[config.mk]
export PLATFORM = sky130hd
export DESIGN_NAME = line_rasterizer_top_flat
export DESIGN_NICKNAME = d
export VERILOG_FILES = /design/src/rtl/core/lr_pkg.sv /design/src/rtl/core/lr_if.sv /design/src/rtl/core/lr_walk.sv /design/src/rtl/core/line_rasterizer_top.sv /design/src/flat_wrapper.sv
export VERILOG_INCLUDE_DIRS = /design/src /design/src/rtl/core
export SDC_FILE = /design/constraint.sdc
export NUM_CORES = 1
export LEC_CHECK = 0
export BUFFER_PORTS_ARGS = -buffer_cell sky130_fd_sc_hd__buf_4
export CAP_MARGIN = 5
export CORE_MARGIN = 8
export CORE_UTILIZATION = 45
export DETAILED_ROUTE_END_ITERATION = 6
export PLACE_DENSITY = 0.65
export SYNTH_ARGS = -nofsm -noshare
export SYNTH_HDL_FRONTEND = slang
export SYNTH_SLANG_ARGS = --single-unit
[constraint.sdc]
create_clock -name clk -period 5.7 [get_ports clk]
set_input_delay 0.285 -clock clk [delete_from_list [all_inputs] [get_ports clk]]
set_output_delay 0.285 -clock clk [all_outputs]
set_load 0.03 [all_outputs]
[src/rtl/core/line_rasterizer_top_assert.svh]
// Assertion helpers for the line rasterizer.
`ifndef LINE_RASTERIZER_TOP_ASSERT_SVH
`define LINE_RASTERIZER_TOP_ASSERT_SVH

// Check cons in the same cycle as ante.
`define LR_ASSERT_NOW(label, ante, cons, msg) \
    label: assert property (@(posedge clk) disable iff (!rst_n) (ante) |-> (cons)) \
        else $error(msg);

// Check cons in the cycle after ante.
`define LR_ASSERT_NEXT(label, ante, cons, msg) \
    label: assert property (@(posedge clk) disable iff (!rst_n) (ante) |=> (cons)) \
        else $error(msg);

`endif

[src/rtl/core/lr_pkg.sv]
package lr_pkg;

    localparam int MAX_WIDTH  = 1024;
    localparam int MAX_HEIGHT = 1024;
    localparam int MAX_POINTS = 64;

    localparam int COORD_W    = 12;
    localparam int DIM_W      = 11;
    localparam int ADDR_W     = 20;
    localparam int COLOR_W    = 32;
    localparam int CFG_IDX_W  = 2;
    localparam int CFG_DATA_W = 32;
    localparam int DELTA_W    = COORD_W + 1;
    localparam int ERR_W      = COORD_W + 3;
    localparam int CNT_W      = $clog2(MAX_POINTS);

    localparam logic [CFG_IDX_W-1:0] REG_CANVAS_WIDTH  = CFG_IDX_W'(0);
    localparam logic [CFG_IDX_W-1:0] REG_CANVAS_HEIGHT = CFG_IDX_W'(1);
    localparam logic [CFG_IDX_W-1:0] REG_DRAW_COLOR    = CFG_IDX_W'(2);

    localparam logic [DIM_W-1:0] WIDTH_RESET  = DIM_W'((1024 < MAX_WIDTH) ? 1024 : MAX_WIDTH);
    localparam logic [DIM_W-1:0] HEIGHT_RESET =
        DIM_W'((1024 < MAX_HEIGHT) ? 1024 : MAX_HEIGHT);

    typedef enum logic [1:0] {
        LR_IDLE,
        LR_SETUP,
        LR_WALK
    } lr_state_t;

    typedef struct packed {
        logic signed [COORD_W-1:0] start_x;
        logic signed [COORD_W-1:0] start_y;
        logic signed [COORD_W-1:0] end_x;
        logic signed [COORD_W-1:0] end_y;
    } lr_seg_t;

    typedef struct packed {
        logic signed [COORD_W-1:0] x;
        logic signed [COORD_W-1:0] y;
        logic                      last;
        logic                      trunc;
    } lr_point_t;

    function automatic logic [DIM_W-1:0] clamp_dim(input logic [DIM_W-1:0] v, input int lim);
        logic [DIM_W-1:0] r;
        if (int'(v) < lim)
        begin
            r = v;
        end
        else
        begin
            r = DIM_W'(lim);
        end
        return r;
    endfunction

endpackage

[src/rtl/core/lr_if.sv]
interface lr_seg_if import lr_pkg::*; ();
    logic                      valid;
    logic                      ready;
    logic signed [COORD_W-1:0] start_x;
    logic signed [COORD_W-1:0] start_y;
    logic signed [COORD_W-1:0] end_x;
    logic signed [COORD_W-1:0] end_y;

    modport source (output valid, start_x, start_y, end_x, end_y, input ready);
    modport sink (input valid, start_x, start_y, end_x, end_y, output ready);
endinterface

interface lr_pt_if import lr_pkg::*; ();
    logic                      valid;
    logic                      ready;
    logic signed [COORD_W-1:0] point_x;
    logic signed [COORD_W-1:0] point_y;
    logic [ADDR_W-1:0]         write_address;
    logic                      write_enable;
    logic [COLOR_W-1:0]        pixel_color;
    logic                      last_point;
    logic                      truncated;

    modport source (output valid, point_x, point_y, write_address, write_enable,
                    pixel_color, last_point, truncated, input ready);
    modport sink (input valid, point_x, point_y, write_address, write_enable,
                  pixel_color, last_point, truncated, output ready);
endinterface

interface lr_cfg_if import lr_pkg::*; ();
    logic                  valid;
    logic                  ready;
    logic [CFG_IDX_W-1:0]  index;
    logic [CFG_DATA_W-1:0] data;

    modport source (output valid, index, data, input ready);
    modport sink (input valid, index, data, output ready);
endinterface

[src/rtl/core/lr_walk.sv]
module lr_walk import lr_pkg::*;
(
    input  logic      clk,
    input  logic      rst_n,
    input  logic      start,
    input  lr_seg_t   seg_in,
    input  logic      advance,
    output logic      idle,
    output logic      point_valid,
    output lr_point_t point
);

    lr_state_t                 state_reg, state_next;
    logic signed [COORD_W-1:0] x_reg, x_next;
    logic signed [COORD_W-1:0] y_reg, y_next;
    logic signed [COORD_W-1:0] xe_reg, xe_next;
    logic signed [COORD_W-1:0] ye_reg, ye_next;
    logic [DELTA_W-1:0]        dx_reg, dx_next;
    logic [DELTA_W-1:0]        dy_reg, dy_next;
    logic                      sx_neg_reg, sx_neg_next;
    logic                      sy_neg_reg, sy_neg_next;
    logic signed [ERR_W-1:0]   err_reg, err_next;
    logic [CNT_W-1:0]          cnt_reg, cnt_next;

    logic signed [DELTA_W-1:0] diff_x;
    logic signed [DELTA_W-1:0] diff_y;
    logic signed [DELTA_W-1:0] abs_x;
    logic signed [DELTA_W-1:0] abs_y;
    logic signed [ERR_W:0]     e2;
    logic signed [ERR_W:0]     dx_ext;
    logic signed [ERR_W:0]     dy_ext;
    logic signed [ERR_W-1:0]   dx_err;
    logic signed [ERR_W-1:0]   dy_err;
    logic                      move_x;
    logic                      move_y;
    logic                      done;
    logic                      cut;

    assign diff_x = DELTA_W'(xe_reg) - DELTA_W'(x_reg);
    assign diff_y = DELTA_W'(ye_reg) - DELTA_W'(y_reg);
    assign abs_x  = diff_x[DELTA_W-1] ? -diff_x : diff_x;
    assign abs_y  = diff_y[DELTA_W-1] ? -diff_y : diff_y;

    assign dx_err = $signed(ERR_W'(dx_reg));
    assign dy_err = $signed(ERR_W'(dy_reg));
    assign dx_ext = $signed((ERR_W + 1)'(dx_reg));
    assign dy_ext = $signed((ERR_W + 1)'(dy_reg));
    assign e2     = $signed({err_reg, 1'b0});
    assign move_x = e2 > -dy_ext;
    assign move_y = e2 < dx_ext;

    assign done = (x_reg == xe_reg) && (y_reg == ye_reg);
    assign cut  = !done && (cnt_reg == CNT_W'(MAX_POINTS - 1));

    always_comb
    begin
        state_next = state_reg;
        case (state_reg)
            LR_IDLE:
            begin
                if (start)
                begin
                    state_next = LR_SETUP;
                end
            end
            LR_SETUP:
            begin
                state_next = LR_WALK;
            end
            LR_WALK:
            begin
                if (advance && (done || cut))
                begin
                    state_next = LR_IDLE;
                end
            end
            default:
            begin
                state_next = LR_IDLE;
            end
        endcase
    end

    always_comb
    begin
        idle        = 1'b0;
        point_valid = 1'b0;
        case (state_reg)
            LR_IDLE:  idle        = 1'b1;
            LR_WALK:  point_valid = 1'b1;
            default:  ;
        endcase
        point = '{x: x_reg, y: y_reg, last: done || cut, trunc: cut};
    end

    always_comb
    begin
        x_next      = x_reg;
        y_next      = y_reg;
        xe_next     = xe_reg;
        ye_next     = ye_reg;
        dx_next     = dx_reg;
        dy_next     = dy_reg;
        sx_neg_next = sx_neg_reg;
        sy_neg_next = sy_neg_reg;
        err_next    = err_reg;
        cnt_next    = cnt_reg;
        case (state_reg)
            LR_IDLE:
            begin
                if (start)
                begin
                    x_next  = seg_in.start_x;
                    y_next  = seg_in.start_y;
                    xe_next = seg_in.end_x;
                    ye_next = seg_in.end_y;
                end
            end
            LR_SETUP:
            begin
                dx_next     = abs_x;
                dy_next     = abs_y;
                sx_neg_next = !(x_reg < xe_reg);
                sy_neg_next = !(y_reg < ye_reg);
                err_next    = $signed(ERR_W'(abs_x)) - $signed(ERR_W'(abs_y));
                cnt_next    = '0;
            end
            LR_WALK:
            begin
                // step toward the end point once the current point is taken
                if (advance)
                begin
                    err_next = err_reg - (move_x ? dy_err : '0) + (move_y ? dx_err : '0);
                    if (move_x)
                    begin
                        x_next = sx_neg_reg ? x_reg - COORD_W'(1) : x_reg + COORD_W'(1);
                    end
                    if (move_y)
                    begin
                        y_next = sy_neg_reg ? y_reg - COORD_W'(1) : y_reg + COORD_W'(1);
                    end
                    cnt_next = cnt_reg + CNT_W'(1);
                end
            end
            default: ;
        endcase
    end

    always_ff @(posedge clk or negedge rst_n)
    begin
        if (!rst_n)
        begin
            state_reg <= LR_IDLE;
            cnt_reg   <= '0;
        end
        else
        begin
            state_reg <= state_next;
            cnt_reg   <= cnt_next;
        end
    end

    always_ff @(posedge clk)
    begin
        x_reg      <= x_next;
        y_reg      <= y_next;
        xe_reg     <= xe_next;
        ye_reg     <= ye_next;
        dx_reg     <= dx_next;
        dy_reg     <= dy_next;
        sx_neg_reg <= sx_neg_next;
        sy_neg_reg <= sy_neg_next;
        err_reg    <= err_next;
    end

endmodule

[src/rtl/core/line_rasterizer_top.sv]
// Channel  Modport  Request
// seg      sink     start_x, start_y, end_x, end_y
// pts      source   point_x, point_y, write_address, write_enable,
//                   pixel_color, last_point, truncated
// cfg      sink     index, data (always ready)
//
// The idle state takes the request, a setup state computes the deltas and error
// term, then the walker gives one point per cycle through the output register
// while pts is ready. A segment has at most MAX_POINTS points. Reset clears the
// walker, the output valid and the canvas registers to defaults. A stall on pts
// holds the walker on its current point.
`include "line_rasterizer_top_assert.svh"

module line_rasterizer_top import lr_pkg::*;
(
    input logic clk,
    input logic rst_n,
    lr_seg_if.sink   seg,
    lr_pt_if.source  pts,
    lr_cfg_if.sink   cfg
);

    logic [DIM_W-1:0]          width_reg, width_next;
    logic [DIM_W-1:0]          height_reg, height_next;
    logic [COLOR_W-1:0]        color_reg, color_next;

    logic                      out_valid_reg, out_valid_next;
    logic signed [COORD_W-1:0] out_x_reg;
    logic signed [COORD_W-1:0] out_y_reg;
    logic [ADDR_W-1:0]         out_addr_reg;
    logic                      out_we_reg;
    logic [COLOR_W-1:0]        out_color_reg;
    logic                      out_last_reg;
    logic                      out_trunc_reg;

    lr_seg_t                   seg_in;
    lr_point_t                 point;
    logic                      walk_idle;
    logic                      point_valid;
    logic                      advance;
    logic                      in_canvas;
    logic [2*DIM_W-1:0]        row_base;
    logic [2*DIM_W-1:0]        addr_sum;

    assign seg_in = '{start_x: seg.start_x, start_y: seg.start_y,
                      end_x: seg.end_x, end_y: seg.end_y};
    assign seg.ready = walk_idle;
    assign cfg.ready = 1'b1;

    assign advance = point_valid && (!out_valid_reg || pts.ready);

    lr_walk u_walk
    (
        .clk         (clk),
        .rst_n       (rst_n),
        .start       (seg.valid && walk_idle),
        .seg_in      (seg_in),
        .advance     (advance),
        .idle        (walk_idle),
        .point_valid (point_valid),
        .point       (point)
    );

    assign in_canvas = !point.x[COORD_W-1] && (point.x[DIM_W-1:0] < width_reg) &&
                       !point.y[COORD_W-1] && (point.y[DIM_W-1:0] < height_reg);
    assign row_base = point.y[DIM_W-1:0] * width_reg;
    assign addr_sum = row_base + (2*DIM_W)'(point.x[DIM_W-1:0]);

    always_comb
    begin
        width_next  = width_reg;
        height_next = height_reg;
        color_next  = color_reg;
        if (cfg.valid)
        begin
            case (cfg.index)
                REG_CANVAS_WIDTH:  width_next  = clamp_dim(cfg.data[DIM_W-1:0], MAX_WIDTH);
                REG_CANVAS_HEIGHT: height_next = clamp_dim(cfg.data[DIM_W-1:0], MAX_HEIGHT);
                REG_DRAW_COLOR:    color_next  = cfg.data[COLOR_W-1:0];
                default: ;
            endcase
        end
    end

    always_comb
    begin
        out_valid_next = out_valid_reg;
        if (advance)
        begin
            out_valid_next = 1'b1;
        end
        else if (pts.ready)
        begin
            out_valid_next = 1'b0;
        end
    end

    always_ff @(posedge clk or negedge rst_n)
    begin
        if (!rst_n)
        begin
            width_reg     <= WIDTH_RESET;
            height_reg    <= HEIGHT_RESET;
            color_reg     <= '0;
            out_valid_reg <= 1'b0;
        end
        else
        begin
            width_reg     <= width_next;
            height_reg    <= height_next;
            color_reg     <= color_next;
            out_valid_reg <= out_valid_next;
        end
    end

    always_ff @(posedge clk)
    begin
        if (advance)
        begin
            out_x_reg     <= point.x;
            out_y_reg     <= point.y;
            out_addr_reg  <= in_canvas ? addr_sum[ADDR_W-1:0] : '0;
            out_we_reg    <= in_canvas;
            out_color_reg <= color_reg;
            out_last_reg  <= point.last;
            out_trunc_reg <= point.trunc;
        end
    end

    assign pts.valid         = out_valid_reg;
    assign pts.point_x       = out_x_reg;
    assign pts.point_y       = out_y_reg;
    assign pts.write_address = out_addr_reg;
    assign pts.write_enable  = out_we_reg;
    assign pts.pixel_color   = out_color_reg;
    assign pts.last_point    = out_last_reg;
    assign pts.truncated     = out_trunc_reg;

    `LR_ASSERT_NEXT(a_one_segment, seg.valid && seg.ready, !seg.ready, "segment taken while busy")
    `LR_ASSERT_NOW(a_trunc_last, pts.valid && pts.truncated, pts.last_point, "truncated not last")
    `LR_ASSERT_NOW(a_clip_addr, pts.valid && !pts.write_enable, pts.write_address == '0, "clip addr")

endmodule

[src/flat_wrapper.sv]
// flat-port wrapper written by rule: the top's interface ports become plain ports
module line_rasterizer_top_flat import lr_pkg::*;
  (clk, rst_n, seg_valid, seg_start_x, seg_start_y, seg_end_x, seg_end_y, seg_ready, pts_valid, pts_point_x, pts_point_y, pts_write_address, pts_write_enable, pts_pixel_color, pts_last_point, pts_truncated, pts_ready, cfg_valid, cfg_index, cfg_data, cfg_ready);
  lr_seg_if seg_i ();
  lr_pt_if pts_i ();
  lr_cfg_if cfg_i ();
  input logic clk;
  input logic rst_n;
  input wire logic [$bits(seg_i.valid)-1:0] seg_valid;
  input wire logic [$bits(seg_i.start_x)-1:0] seg_start_x;
  input wire logic [$bits(seg_i.start_y)-1:0] seg_start_y;
  input wire logic [$bits(seg_i.end_x)-1:0] seg_end_x;
  input wire logic [$bits(seg_i.end_y)-1:0] seg_end_y;
  output wire logic [$bits(seg_i.ready)-1:0] seg_ready;
  output wire logic [$bits(pts_i.valid)-1:0] pts_valid;
  output wire logic [$bits(pts_i.point_x)-1:0] pts_point_x;
  output wire logic [$bits(pts_i.point_y)-1:0] pts_point_y;
  output wire logic [$bits(pts_i.write_address)-1:0] pts_write_address;
  output wire logic [$bits(pts_i.write_enable)-1:0] pts_write_enable;
  output wire logic [$bits(pts_i.pixel_color)-1:0] pts_pixel_color;
  output wire logic [$bits(pts_i.last_point)-1:0] pts_last_point;
  output wire logic [$bits(pts_i.truncated)-1:0] pts_truncated;
  input wire logic [$bits(pts_i.ready)-1:0] pts_ready;
  input wire logic [$bits(cfg_i.valid)-1:0] cfg_valid;
  input wire logic [$bits(cfg_i.index)-1:0] cfg_index;
  input wire logic [$bits(cfg_i.data)-1:0] cfg_data;
  output wire logic [$bits(cfg_i.ready)-1:0] cfg_ready;
  assign seg_i.valid = seg_valid;
  assign seg_i.start_x = seg_start_x;
  assign seg_i.start_y = seg_start_y;
  assign seg_i.end_x = seg_end_x;
  assign seg_i.end_y = seg_end_y;
  assign seg_ready = seg_i.ready;
  assign pts_valid = pts_i.valid;
  assign pts_point_x = pts_i.point_x;
  assign pts_point_y = pts_i.point_y;
  assign pts_write_address = pts_i.write_address;
  assign pts_write_enable = pts_i.write_enable;
  assign pts_pixel_color = pts_i.pixel_color;
  assign pts_last_point = pts_i.last_point;
  assign pts_truncated = pts_i.truncated;
  assign pts_i.ready = pts_ready;
  assign cfg_i.valid = cfg_valid;
  assign cfg_i.index = cfg_index;
  assign cfg_i.data = cfg_data;
  assign cfg_ready = cfg_i.ready;
  line_rasterizer_top u_core (.clk(clk), .rst_n(rst_n), .seg(seg_i), .pts(pts_i), .cfg(cfg_i));
endmodule
# == Word-level counts from Yosys, hierarchy flattened ==
# Index checks and enable logic that the tools add are counted.
# classes
mul,1
add_sub_neg,14
eq_ne,12
order_cmp,7
mux,26
n_reduce_logical,29
# ops
cell,n
$mux W12,8
$mux W13,4
$pmux W12 S2,2
$pmux W15 S2,1
$neg A13 Y13,2
$sub A12 B12 Y13,2
$add A12 B2 Y12 const B,2
$eq A12 B12 Y1,2
$lt A12 B12 Y1,2
$sub A12 B2 Y12 const B,2
$lt A11 B11 Y1,2
$add A20 B11 Y20,1
$mul A11 B11 Y20,1
$gt A16 B16 Y1,1
$lt A16 B14 Y1,1
$neg A13 Y16,1
$add A15 B13 Y15,1
$mux W15,1
$sub A15 B13 Y15,1
$sub A13 B13 Y14,1
$pmux W6 S2,1
$reduce_and A2 Y1,6
$lt A11 B11 Y1 const B,1
$mux W11,1
15 further kinds,42
# totals
elab_cells,111
output_inout_bits,82
reg_bits,233
inputBits,87

# == Depth between registers and ports, before layout ==
# depth
depth_word,8
depth_mapped,27

# == Modules after synthesis ==
# A second synthesis with hierarchy kept.
# hier_totals
cells_unflattened,1799
hier_area_um2,18282.5
# by_module_without_submodules
module,area_per_inst_um2,cells_each,instances
line_rasterizer_top,9285.2,828,1
lr_walk,8997.4,971,1

# == Least setup slack after synthesis ==
# OpenSTA, ideal clock, no wires.
# synth_path
path_kind,register to register
from,register u_core.width_reg[10]
to,register u_core.out_addr_reg[19] (netlist: u_core.pts.write_address[19]) (data pin)
synth_period_minus_slack_ps,5873
path_stages_with_launch,20
t_arrival_ps,5611
setup_ps,262
slack_ps,-173
cell_sequence,dfstp_2 > clkbuf_1 > nand2_1 > fa_1 > inv_1 > fa_1 > fa_1 > inv_1 > fa_1 > inv_1 > fa_1 > ha_1 > and3_1 > a221o_1 > a31o_2 > o31a_1 > o41ai_1 > o21ai_0 > xnor2_1 > nor2_1
# synth_between
elab_chain_cells,4
elab_cells_between_ends,6
# synth_rtl
element,line_no,rtl
from (decl),line_rasterizer_top.sv:23,"logic [DIM_W-1:0] width_reg, width_next;"
from (signal assigned),line_rasterizer_top.sv:109,width_reg <= width_next;
"parallel branches: the longest is 4 deep, another holds $mul A11 B11 Y20",n/a,
to (signal assigned),line_rasterizer_top.sv:122,out_addr_reg <= in_canvas ? addr_sum[ADDR_W-1:0] : '0;
to (decl),line_rasterizer_top.sv:30,logic [ADDR_W-1:0] out_addr_reg;
# Parallel ways; which one is timed is not known.
# A chain may end at the register's enable or synchronous reset.

# == Final worst setup path ==
# layout_path
from,register u_core.u_walk.y_reg[5]
to,register u_core.out_addr_reg[17] (netlist: u_core.pts.write_address[17]) (data pin)
# layout_between
elab_chain_cells,2
elab_cells_between_ends,4
# layout_rtl
element,line_no,rtl
from (decl),lr_walk.sv:15,"logic signed [COORD_W-1:0] y_reg, y_next;"
from (signal assigned),lr_walk.sv:166,y_reg <= y_next;
$mul A11 B11 Y20 or $lt A11 B11 Y1 (tied branches),"line_rasterizer_top.sv:66, line_rasterizer_top.sv:65",
$add A20 B11 Y20 or $logic_and A1 B1 Y1 (tied branches),"line_rasterizer_top.sv:67, line_rasterizer_top.sv:65",
# Several ways; a longest one is shown, not always the timed one.

==> out/results.ini <==
[run_status]
status = completed

[setup_path]
cp_max_fo = 6
worstPathArrival_ps = 5900
r2r-end = u_core.pts.write_address[17]$_SDFFCE_PN0P_
ff2ff_path_depth = 18
critical_path_class = flip-flop to flip-flop
cp-end-kind = flip-flop
reg2reg_from = u_core.u_walk.y_reg[5]$_DFFE_PP_
r2r_setup_slack_ps = 70
startpoint_type = flip-flop
cp.required_ps = 5980

[cells_and_area]
drive_gt1_frac = 0.201
final_nets = 2423
fillers = 3345
final_cell_area_um2 = 22100
area_growth_pct = 25.0
layout.cells.non_filler = 2593

[sta]
min_period_ps = 5630
fin_crit_sh = 0.987
fmax_mhz = 178
finalHoldViolations = 0
slew_headroom = 0.151
finalSetupViolations = 0
fin_ws_ps = 71.9
clock_skew_ps = 33.9
rsz0062_at_grt = true
worstMarginPinSlew_ps = 1270
final-max-slew-violation-count = 0

[routing]
viasPerCell = 5.26
firstDrtPassIters = 5
vias = 13600
wl_per_cell_um = 18.5
drc = 0
wirelength_um = 48000
drtIter0Drc = 813
ant_nets = 0

[clocking]
cts_root_buf = clkbuf_16
clk_pin_slew_ps = 60
cts_tree = built
cts-buffers-inserted = 28
clock_latency_ps = 590
clock_path_buffers = 3
cts.sinks = 233
htreeDepth = 1

[logic_synthesis]
synth_simple_gate_area_frac = 0.127
synth_top_family_by_area = adder cells
yosys-mux-area-fraction = 0.0234
synth-compound-area-share = 0.111
synth_edf_count = 170
synth_common_cells = inv_1 (237), nand2_1 (195), ha_1 (176)
yosysSeqAreaShare = 0.378
synth_area_leaders = edfxtp_1 (29%), ha_1 (12%), fa_1 (12%), dfrtp_1 (8.6%), inv_1 (5.0%)
synthFlopType = edfxtp_1
async_flop_share = 0.270
synth-adder-area-share = 0.247
synth_top_cell_by_area = edfxtp_1
synth_seq_cells = 233
synth_area_um2 = 17700
yosys.area.top_type_share = 0.288
syn_inst = 1725
ys_types = 75
yosys_warnings = 0
synth_nets = 2096
synth_xor_area_frac = 0.0544
avgSynthCellArea_um2 = 10.3
synth_most_common_cell = inv_1

[placed_design]
pre_cts_ws_ps = -24.5
post-dp-hpwl_um = 37300
gp_routability_congestion = 0.934
dpl_cell_area_um2 = 20000
place_inst = 2441
port_buffers = 167

[floorplanning]
dieArea_um2 = 45900
die_width_um = 214
std_cell_rows = 72
core-area_um2 = 38700
floorplan.initialDensity = 0.457
die_y_um = 214
ioPinCount = 169

[min_path]
holdPathStages = 3
min_path_type = input port to flip-flop
hp-start = seg_start_y[10]
min_to = u_core.u_walk.y_reg[10]$_DFFE_PP_

[global_route]
grt_pass1_wl_um = 75800
grt_use_total = 0.204
antenna_found_initial = 1
grt_max_degree = 64
overflow = 0
grt_pass1_vias = 14200

[run]
drv_cap = 0

timing repair:
item	CTS	global route
pin swaps	0	39
resized for setup	1	63
setup endpoints to repair	3	13
gates cloned	0	0
buffers inserted	1	22
hold endpoints to repair	139	0
hold buffers	76	0
cell usage in the layout (no fill, tap or decap), types with 68 or more instances in the layout:
master	synthesis	layout
buf_4	1	257
dlygate4sd3_1	0	76
ha_1	176	170
edfxtp_1	170	170
nor2_1	102	98
fa_1	108	102
nand2_1	195	189
a21oi_1	69	68
o21ai_0	92	87
inv_1	237	227
how the worst max path moves through the flow:
stage                                                 start                                    endpoint  cells after the start
after floorplan            u_core.width_reg[10]$_DFFE_PN1P_  u_core.pts.write_address[19]$_SDFFCE_PN0P_                     19
after global placement     u_core.u_walk.y_reg[3]$_DFFE_PP_  u_core.pts.write_address[19]$_SDFFCE_PN0P_                     18
after detailed placement  u_core.u_walk.dy_reg[8]$_DFFE_PP_         u_core.u_walk.err_reg[14]$_DFFE_PP_                     22
after CTS                 u_core.u_walk.dy_reg[8]$_DFFE_PP_         u_core.u_walk.err_reg[14]$_DFFE_PP_                     23
after global routing       u_core.u_walk.y_reg[6]$_DFFE_PP_  u_core.pts.write_address[19]$_SDFFCE_PN0P_                     18
final                      u_core.u_walk.y_reg[5]$_DFFE_PP_  u_core.pts.write_address[17]$_SDFFCE_PN0P_                     18
layer usage:
layer,vias up,wire [um],global-route usage
met5,-,0,0
met4,0,1440,0.0674
met3,75,3190,0.0389
met2,410,22700,0.344
met1,6618,20700,0.262
li1,6526,-,-
area by class of cell:
cell class,count,area (um2),share of cell area
multi-input cells,1212,10200,0.459
repair buffers,335,2710,0.123
clock buffers,31,722,0.0326
diodes,1,2.50,0.000113
clock inverters,21,273,0.0123
inverters,242,915,0.0413
well taps,518,648,0.0293
flip-flops and latches,233,6690,0.302
cell families (layout without fill, tap and decap cells):
logic type               Yosys count  count (layout)
AND/OR/NAND/NOR                  477             477
adder cells (fa/ha/maj)          284             284
AO/OA/AOI/OAI                    303             303
multiplexers                      37              37
XOR/XNOR                         110             110
other                              1               2
flip-flops                       233             233
buffers and inverters            280             629
worst max-delay path, stage by stage, from the launching register on:
cell and delay (ps):
edfxtp_1 500, nand2_1 130, fa_2 580, inv_2 40
fa_2 520, inv_2 40, fa_1 520, inv_2 40
fa_1 460, fa_1 540, ha_4 210, and3_4 160
a221o_1 340, a31o_2 230, o31a_1 310, o41ai_2 350
buf_4 180, xor2_2 120, nor2_1 50
through the flow:
stage | util | hold WS [ps] | TNS [ps]
3_5_place_dp | 0.516 | 429 | -26.2
4_1_cts | 0.561 | 10.3 | -4.76
2_1_floorplan | - | -10.6 | 0
6_report | 0.571 | 41.1 | 0
3_3_place_gp | 0.516 | 424 | 0
5_1_grt | 0.571 | 13.8 | -405
Power is not shown: default switching activity piles up to over one toggle a cycle in this logic, so the estimate is an artifact.
